## src/rtl/tsd_pkg.sv

```systemverilog
// Shared types, constants and lookup functions for the transport stream
// packet size and sync detector. No dependencies.
package tsd_pkg;

   localparam int COUNT_WIDTH  = 11;
   localparam int POS_WIDTH    = 8;
   localparam int NUM_SIZES    = 4;
   localparam int NUM_STRIDES  = 3;

   localparam int DEF_MIN_LENGTH    = 1664;
   localparam int DEF_SEARCH_WINDOW = 208;
   localparam int DEF_HEADER_OFFSET = 1320;

   localparam logic [7:0]             SYNC_BYTE   = 8'h47;
   localparam logic [31:0]            TAG_TFRC    = 32'h5446_7263;
   localparam logic [COUNT_WIDTH-1:0] COUNT_MAX   = {COUNT_WIDTH{1'b1}};
   localparam logic [7:0]             REC_SIZE    = 8'd188;

   typedef logic [NUM_STRIDES-1:0] hit_mask_type;

   // what the tracker holds after the current byte has been applied
   typedef struct packed {
      logic [COUNT_WIDTH-1:0]         byte_count;
      logic                           sync_seen;
      logic [POS_WIDTH-1:0]           sync_pos;
      hit_mask_type [NUM_SIZES-1:0]   stride_hits;
      logic [31:0]                    head_tag;
   } trk_status_type;

   function automatic logic [7:0] size_of(input logic [1:0] sel);
      logic [7:0] size;
      case (sel)
         2'd0:    size = 8'd188;
         2'd1:    size = 8'd192;
         2'd2:    size = 8'd204;
         2'd3:    size = 8'd208;
         default: size = 8'd188;
      endcase
      return size;
   endfunction

   function automatic logic [4:0] skip_of(input logic [1:0] sel);
      logic [4:0] skip;
      case (sel)
         2'd0:    skip = 5'd0;
         2'd1:    skip = 5'd4;
         2'd2:    skip = 5'd16;
         2'd3:    skip = 5'd20;
         default: skip = 5'd0;
      endcase
      return skip;
   endfunction

endpackage

```

## src/rtl/tsd_sync_tracker.sv

```systemverilog
// Per-buffer state: byte count, first sync anchor, stride hits and head tag.
// Depends on tsd_pkg.
module tsd_sync_tracker import tsd_pkg::*; #(
   parameter int SEARCH_WINDOW = DEF_SEARCH_WINDOW
) (
   input  logic           clock,
   input  logic           reset,
   input  logic           step,
   input  logic [7:0]     data_byte,
   input  logic           last_byte,
   output trk_status_type status
);

   logic [COUNT_WIDTH-1:0]       count_ff, count_in;
   logic                         seen_ff, seen_in;
   logic [POS_WIDTH-1:0]         pos_ff, pos_in;
   hit_mask_type [NUM_SIZES-1:0] hits_ff, hits_in;
   logic [31:0]                  tag_ff, tag_in;

   logic                         is_sync;
   logic [COUNT_WIDTH-1:0]       target;

   assign is_sync = (data_byte == SYNC_BYTE);

   always_comb begin
      tag_in   = tag_ff;
      seen_in  = seen_ff;
      pos_in   = pos_ff;
      hits_in  = hits_ff;
      target   = '0;
      count_in = (count_ff == COUNT_MAX) ? count_ff : count_ff + 1'b1;

      if (count_ff < COUNT_WIDTH'(4)) begin
         tag_in = {tag_ff[23:0], data_byte};
      end

      if (seen_ff) begin
         // twelve independent compares against anchor + k * size
         for (int s = 0; s < NUM_SIZES; s++) begin
            for (int k = 1; k <= NUM_STRIDES; k++) begin
               target = COUNT_WIDTH'(pos_ff) + COUNT_WIDTH'(k) * COUNT_WIDTH'(size_of(2'(s)));
               if (count_ff == target && is_sync) begin
                  hits_in[s][k-1] = 1'b1;
               end
            end
         end
      end else if (count_ff < COUNT_WIDTH'(SEARCH_WINDOW) && is_sync) begin
         seen_in = 1'b1;
         pos_in  = count_ff[POS_WIDTH-1:0];
      end
   end

   always_ff @(posedge clock) begin
      if (reset || (step && last_byte)) begin
         count_ff <= '0;
         seen_ff  <= 1'b0;
         pos_ff   <= '0;
         hits_ff  <= '0;
         tag_ff   <= '0;
      end else if (step) begin
         count_ff <= count_in;
         seen_ff  <= seen_in;
         pos_ff   <= pos_in;
         hits_ff  <= hits_in;
         tag_ff   <= tag_in;
      end
   end

   assign status.byte_count  = count_in;
   assign status.sync_seen   = seen_in;
   assign status.sync_pos    = pos_in;
   assign status.stride_hits = hits_in;
   assign status.head_tag    = tag_in;

endmodule

```

## src/rtl/ts_packet_size_sync_detect.sv

```systemverilog
// Top level of the transport stream packet size and sync detector.
// Depends on tsd_pkg and tsd_sync_tracker.
//
// Usage:
//   req channel carries one capture-buffer byte per transfer in req_tdata,
//   with req_tlast on the final byte. Nothing comes out for ordinary bytes;
//   the final byte yields exactly one rsp transfer with the framing verdict:
//   recorder tag, or first 0x47 anchor plus a packet size confirmed by sync
//   bytes at one, two and three strides. Buffers below MIN_LENGTH bytes, or
//   with no confirmed size, report all zeros.
//   rsp_tvalid rises once the last byte, held in the input register, has
//   stepped the tracker and its verdict lands in the result register.
//   Throughput: one byte per cycle, back to back, unless a last byte waits
//   on a pending verdict; each byte makes twelve combinational index compares.
//   Reset clears the byte count, the anchor and all hit masks; state also
//   returns to this reset value after every verdict.
//   If the receiver stalls with a verdict pending, the block keeps taking
//   bytes until the next last byte reaches the input register, then holds.
module ts_packet_size_sync_detect import tsd_pkg::*; #(
   parameter int MIN_LENGTH    = DEF_MIN_LENGTH,
   parameter int SEARCH_WINDOW = DEF_SEARCH_WINDOW,
   parameter int HEADER_OFFSET = DEF_HEADER_OFFSET
) (
   input  logic        clock,
   input  logic        reset,
   input  logic        req_tvalid,
   output logic        req_tready,
   input  logic [7:0]  req_tdata,   // [7:0] data_byte
   input  logic        req_tlast,   // last_byte
   output logic        rsp_tvalid,
   input  logic        rsp_tready,
   output logic [31:0] rsp_tdata    // [0] found, [1] recorder_header,
                                    // [12:2] start_offset, [17:13] prefix_skip,
                                    // [25:18] packet_size, [31:26] zero
);

   logic                   in_valid_ff;
   logic [7:0]             in_byte_ff;
   logic                   in_last_ff;
   logic                   out_free;
   logic                   advance;
   logic                   step;
   logic                   rsp_valid_ff;

   trk_status_type         status;

   logic                   found_in, found_ff;
   logic                   rec_in, rec_ff;
   logic [COUNT_WIDTH-1:0] start_in, start_ff;
   logic [4:0]             skip_in, skip_ff;
   logic [7:0]             size_in, size_ff;

   assign out_free   = !rsp_valid_ff || rsp_tready;
   assign advance    = !in_valid_ff || !in_last_ff || out_free;
   assign step       = in_valid_ff && advance;
   assign req_tready = advance;

   always_ff @(posedge clock) begin
      if (reset) begin
         in_valid_ff <= 1'b0;
      end else if (advance) begin
         in_valid_ff <= req_tvalid;
      end
   end

   always_ff @(posedge clock) begin
      if (advance) begin
         in_byte_ff <= req_tdata;
         in_last_ff <= req_tlast;
      end
   end

   tsd_sync_tracker #(
      .SEARCH_WINDOW (SEARCH_WINDOW)
   ) u_tracker (
      .clock     (clock),
      .reset     (reset),
      .step      (step),
      .data_byte (in_byte_ff),
      .last_byte (in_last_ff),
      .status    (status)
   );

   // verdict from the state as it stands after the last byte
   always_comb begin
      found_in = 1'b0;
      rec_in   = 1'b0;
      start_in = '0;
      skip_in  = '0;
      size_in  = '0;
      if (status.byte_count >= COUNT_WIDTH'(MIN_LENGTH)) begin
         if (status.head_tag == TAG_TFRC) begin
            found_in = 1'b1;
            rec_in   = 1'b1;
            start_in = COUNT_WIDTH'(HEADER_OFFSET);
            size_in  = REC_SIZE;
         end else if (status.sync_seen) begin
            // walk downward so the smallest matching size wins
            for (int s = NUM_SIZES - 1; s >= 0; s--) begin
               if (&status.stride_hits[s]) begin
                  found_in = 1'b1;
                  skip_in  = skip_of(2'(s));
                  size_in  = size_of(2'(s));
                  if (COUNT_WIDTH'(status.sync_pos) >= COUNT_WIDTH'(skip_of(2'(s)))) begin
                     start_in = COUNT_WIDTH'(status.sync_pos)
                              - COUNT_WIDTH'(skip_of(2'(s)));
                  end else begin
                     start_in = COUNT_WIDTH'(status.sync_pos)
                              + COUNT_WIDTH'(size_of(2'(s)))
                              - COUNT_WIDTH'(skip_of(2'(s)));
                  end
               end
            end
         end
      end
   end

   always_ff @(posedge clock) begin
      if (reset) begin
         rsp_valid_ff <= 1'b0;
      end else if (step && in_last_ff) begin
         rsp_valid_ff <= 1'b1;
      end else if (rsp_tready) begin
         rsp_valid_ff <= 1'b0;
      end
   end

   always_ff @(posedge clock) begin
      if (step && in_last_ff) begin
         found_ff <= found_in;
         rec_ff   <= rec_in;
         start_ff <= start_in;
         skip_ff  <= skip_in;
         size_ff  <= size_in;
      end
   end

   assign rsp_tvalid = rsp_valid_ff;
   assign rsp_tdata  = {6'd0, size_ff, skip_ff, start_ff, rec_ff, found_ff};

   // a found verdict always names one of the four sizes
   a_found_size: assert property (@(posedge clock) disable iff (reset)
      (rsp_valid_ff && found_ff) |-> (size_ff == 8'd188 || size_ff == 8'd192 ||
                                      size_ff == 8'd204 || size_ff == 8'd208))
      else $error("found verdict with bad packet size");

   // no framing means every field reads zero
   a_miss_zero: assert property (@(posedge clock) disable iff (reset)
      (rsp_valid_ff && !found_ff) |->
         (!rec_ff && start_ff == '0 && skip_ff == '0 && size_ff == '0))
      else $error("miss verdict with nonzero fields");

   // recorder verdict is fixed framing
   a_rec_fixed: assert property (@(posedge clock) disable iff (reset)
      (rsp_valid_ff && rec_ff) |->
         (found_ff && skip_ff == '0 && size_ff == REC_SIZE))
      else $error("recorder verdict inconsistent");

   // a held last byte never steps while the pending verdict is untaken
   a_no_overrun: assert property (@(posedge clock) disable iff (reset)
      (rsp_valid_ff && !rsp_tready && in_valid_ff && in_last_ff) |-> !step)
      else $error("verdict overrun");

endmodule
```

## config.mk

```make
export PLATFORM = sky130hd
export DESIGN_NAME = ts_packet_size_sync_detect
export DESIGN_NICKNAME = d
export VERILOG_FILES = /design/src/rtl/tsd_pkg.sv /design/src/rtl/tsd_sync_tracker.sv /design/src/rtl/ts_packet_size_sync_detect.sv
export SDC_FILE = /design/constraint.sdc
export NUM_CORES = 1
export LEC_CHECK = 0
export BUFFER_PORTS_ARGS = -buffer_cell sky130_fd_sc_hd__buf_2
export CAP_MARGIN = 25
export CORE_ASPECT_RATIO = 1.1
export CORE_MARGIN = 2
export CORE_UTILIZATION = 57
export CTS_BUF_LIST = sky130_fd_sc_hd__clkbuf_2
export DETAILED_ROUTE_END_ITERATION = 16
export GPL_TIMING_DRIVEN = 0
export PLACE_DENSITY_LB_ADDON = 0.15
export SLEW_MARGIN = 40
export SYNTH_ARGS = -nofsm -noshare
export SYNTH_HDL_FRONTEND = slang
export SYNTH_SLANG_ARGS = --single-unit
```

## constraint.sdc

```tcl
create_clock -name clock -period 3.95 [get_ports clock]
set_input_delay 0.395 -clock clock [delete_from_list [all_inputs] [get_ports clock]]
set_output_delay 0.395 -clock clock [all_outputs]
set_load 0.01 [all_outputs]
```

==> summary.txt <==
Yosys
  • Syn_area_per_cell: 8.524 sq um
  • Number of flops mapped to enable cells by yosys: 28
  • Yosys cell types: 91
  • Seq/Total Area, Yosys: 0.3211
  • Netlist Area Pre-Place: 6734 sq um
  • Syn. warnings: 0
  • Mapped Cells: 790
  • Fraction of registers with async set/reset: 0
  • Top_reg_cell synth: dfxtp_1
  • Synthesized flop and latch total: 94

Routing
  • Vias: 6432
  • Top sig layer: met4
  • Wire length on met3: 1772 um
  • Drt via density: 6.281
  • Drt pass-1 iters: 6
  • Remaining DRCs: 0
  • Detailed Route Iter0 Violations: 541
  • Post-Route WL: 19720 um
  • WL/cell: 19.25 um
  • Detail Route Antenna Nets: 0
  • DRT met1 WL: 8144 um
  • Met2 WL: 9106 um

Setup path
  • CP max stage delay: 0.54 ns
  • Max FO, Critical Path: 10
  • Buf/Inv on CP: 3
  • CP arrival: 4.36 ns
  • WP data required: 4.41 ns
  • Crit path max-delay family: simple AND/OR/NAND/NOR gates
  • Slowest cell on the critical path: or4b_1
  • Crit start category: flip-flop
  • Worst setup EP type: flip-flop
  • Cell chain of the critical path: and4bb_4 -> and4_4 -> buf_12 -> buf_8 -> nor2_1 -> a21oi_2 -> inv_2 -> ha_1 -> nand2b_1 -> a41oi_1 -> a2111o_1 -> o31a_1 -> or4b_1 -> a31oi_2 -> a211oi_2
  • Kind of critical path: reg -> reg

Placement
  • Hpwl dp: 14320 um
  • Worst slack, placed: -0.4458 ns
  • Port Buffers: 35
  • Gp weighted congestion: 1.032
  • Post-DP Area: 7157 sq um

CTS
  • Maximum buffer depth of the clock tree: 2
  • CTS sink count: 94
  • H-tree levels: 3
  • Reg clk slew, reported paths: 0.32 ns
  • Root buffer cell: clkbuf_2
  • Inserted Clock Buffers: 9
  • Clk_lat worst skew: 0.65 ns
  • TritonCTS clock tree: built

Global routing
  • GR Util All Layers: 0.3124
  • Largest net degree at the start of global routing: 20
  • First-pass GRT wire length: 31110 um
  • Vias in the first global route: 5871
  • Initial antenna violation count: 0
  • GR Overflow Total: 0

STA
  • Tcrit/Tclk final: 0.9866
  • Crit path time final: 3.897 ns
  • Final setup margin: 0.05283 ns
  • Final setup vio count: 0
  • Slew @ Worst Pin: 0.7798 ns
  • Max Clk Rate: 256.6 MHz
  • Clk_skew: 0.05820 ns
  • Max-slew violation count: 0
  • Final hold vios: 0
  • Worst relative slew slack: 0.4801
  • RSZ-0062 raised after global routing: true

Final layout
  • # diodes: 0
  • Share of layout cells above drive strength 1: 0.1831
  • Multi-input gate area: 4287 sq um
  • Fillers: 1003
  • Post-route cell area: 7632 sq um
  • Area Growth Syn to Fin: 13.34%
  • Nets: 923
  • Sequential Area: 2166 sq um

Power
  • Pleak: 2.779 nW
  • Pwr Density: 261.0 nW/um^2
  • Peak supply drop: 258.3 uV

Die
  • Die height: 118.0 um
  • Row count: 41
  • Core Footprint: 11490 sq um
  • Die W: 107.6 um
  • Starting Density: 0.5860
  • # IOs: 47
  • Die ar.: 12700 sq um

Worst hold path
  • Hold crit path type: in -> reg

Run status
  • Outcome: complete, no violations

Flow run
  • Max Cap Violations: 0
==> stage by stage <==
stage	cells	TNS, ns	utilization	hold WS (ns)	total power, mW
finish	1024	0	0.6642	0.06679	1.992
floorplan	800	0	-	0.4311	1.369
CTS	1014	-0.02991	0.6460	0.05572	1.959
global route	1024	-0.09444	0.6642	0.09020	2.071
global placement	985	-0.7628	0.6209	0.4389	1.470
detailed placement	986	-0.9830	0.6228	0.4483	1.479
==> worst register-to-register path, stage by stage, from the launching register on <==
cell      delay (ns)
edfxtp_1        0.50
and4bb_4        0.41
and4_4          0.24
buf_12          0.14
buf_8           0.15
nor2_1          0.06
a21oi_2         0.15
inv_2           0.09
ha_1            0.32
nand2b_1        0.08
a41oi_1         0.05
a2111o_1        0.47
o31a_1          0.15
or4b_1          0.54
a31oi_2         0.27
a211oi_2        0.10
==> cell usage after synthesis (3+ instances only) <==
master / count / area (sq um)
a31oi_1: 13 / 81.33
o211ai_1: 8 / 60.06
edfxtp_1: 28 / 840.8
clkbuf_1: 27 / 101.4
a311oi_1: 8 / 70.07
mux2i_1: 11 / 110.1
mux2_2: 4 / 45.04
a211oi_1: 13 / 97.59
o21a_1: 3 / 22.52
nand3_1: 24 / 120.1
nand4b_1: 3 / 26.28
nand2_1: 94 / 352.8
nor4b_1: 3 / 26.28
nor2_1: 65 / 244.0
or3_1: 6 / 37.54
nor2b_1: 9 / 56.30
and3_1: 6 / 37.54
nor4_1: 9 / 56.30
buf_2: 10 / 50.05
inv_1: 28 / 105.1
dfxtp_1: 66 / 1321
and4_1: 3 / 26.28
and2_1: 4 / 25.02
and3b_1: 3 / 26.28
nor3_1: 22 / 110.1
buf_4: 21 / 157.7
nand3b_1: 4 / 30.03
a41oi_1: 6 / 52.55
nand4_1: 6 / 37.54
buf_6: 3 / 33.78
xor2_1: 15 / 131.4
xnor2_1: 36 / 315.3
ha_1: 40 / 500.5
o21ai_0: 19 / 95.09
a21oi_1: 72 / 360.4
nand2b_1: 5 / 31.28
a21o_1: 6 / 45.04
o31ai_1: 5 / 37.54
nor4_2: 5 / 62.56
nor3b_1: 5 / 37.54
==> cells in the final DEF, fill, tap and decap left out, types with 6 or more instances in the layout <==
cell type / n
a211oi_1: 12
a21o_1: 6
a21oi_1: 71
a311oi_1: 8
a31oi_1: 12
and3_1: 6
buf_2: 44
buf_4: 33
clkbuf_1: 24
clkbuf_2: 11
conb_1: 11
dfxtp_1: 63
dlygate4sd3_1: 11
edfxtp_1: 28
ha_1: 39
inv_1: 26
mux2i_1: 8
nand2_1: 94
nand3_1: 24
nand4_1: 6
nor2_1: 64
nor2b_1: 9
nor3_1: 21
nor4_1: 9
o211ai_1: 8
o21ai_0: 19
or3_1: 6
xnor2_1: 35
xor2_1: 15
==> registers in the layout, indices dropped and copies added (netlist names) <==
register            cells
rsp_tvalid              1
rec_ff                  1
skip_ff                 2
in_byte_ff              8
u_tracker.tag_ff       32
in_last_ff              1
u_tracker.count_ff     11
u_tracker.hits_ff      12
u_tracker.seen_ff       1
in_valid_ff             1
start_ff               11
size_ff                 5
u_tracker.pos_ff        8
==> layer usage <==
metal | vias to the layer above | GRT usage
met4 | 0 | 0.1202
met2 | 357 | 0.4855
li1 | 2987 | -
met3 | 55 | 0.05205
met1 | 3033 | 0.4327
met5 | - | 0
==> area by class of cell <==
cell class / instances / share of cell area
timing repair buffer: 60 / 0.05213
sequential: 94 / 0.2838
multi-input combinational: 613 / 0.5616
clock inverter: 7 / 0.009016
inverter: 30 / 0.01525
clock buffer: 9 / 0.005902
tap: 150 / 0.02459
buffer: 61 / 0.04770
==> power breakdown <==
group | total (mW) | leakage [nW] | internal (mW) | switching [mW]
clock | 0.487 | 0.0703 | 0.100 | 0.386
sequential | 1.04 | 0.782 | 1.02 | 0.0259
combinational | 0.461 | 1.93 | 0.185 | 0.276
==> cells by family after synthesis <==
logic type | after synthesis | share of synthesized area
simple gates | 293 | 0.2248
compound gates | 193 | 0.1957
flops | 94 | 0.3211
buf+inv | 93 | 0.06893
xor+xnor | 56 | 0.08008
fa+ha+maj | 41 | 0.07729
mux | 19 | 0.03159
other cells | 1 | 0.0005569
==> repair_timing <==
item	in CTS	in global routing
setup buffers	1	12
hold endpoints to repair	11	0
resized for setup	8	23
cloned	0	0
endpoints found under the setup margin	9	14
hold buffers	11	0
pin swaps	2	5
==> final timing paths <==
path,startpoint,end,slack (ns),cells after the start
max,in_byte_ff[7],start_ff[6],0.05,15
min,rsp_tready,rsp_tvalid,0.07,4
max reg2reg,in_byte_ff[7],start_ff[6],0.05,15
min reg2reg,u_tracker.tag_ff[21],u_tracker.tag_ff[29],0.45,2
(Power assumes the default switching activity.)
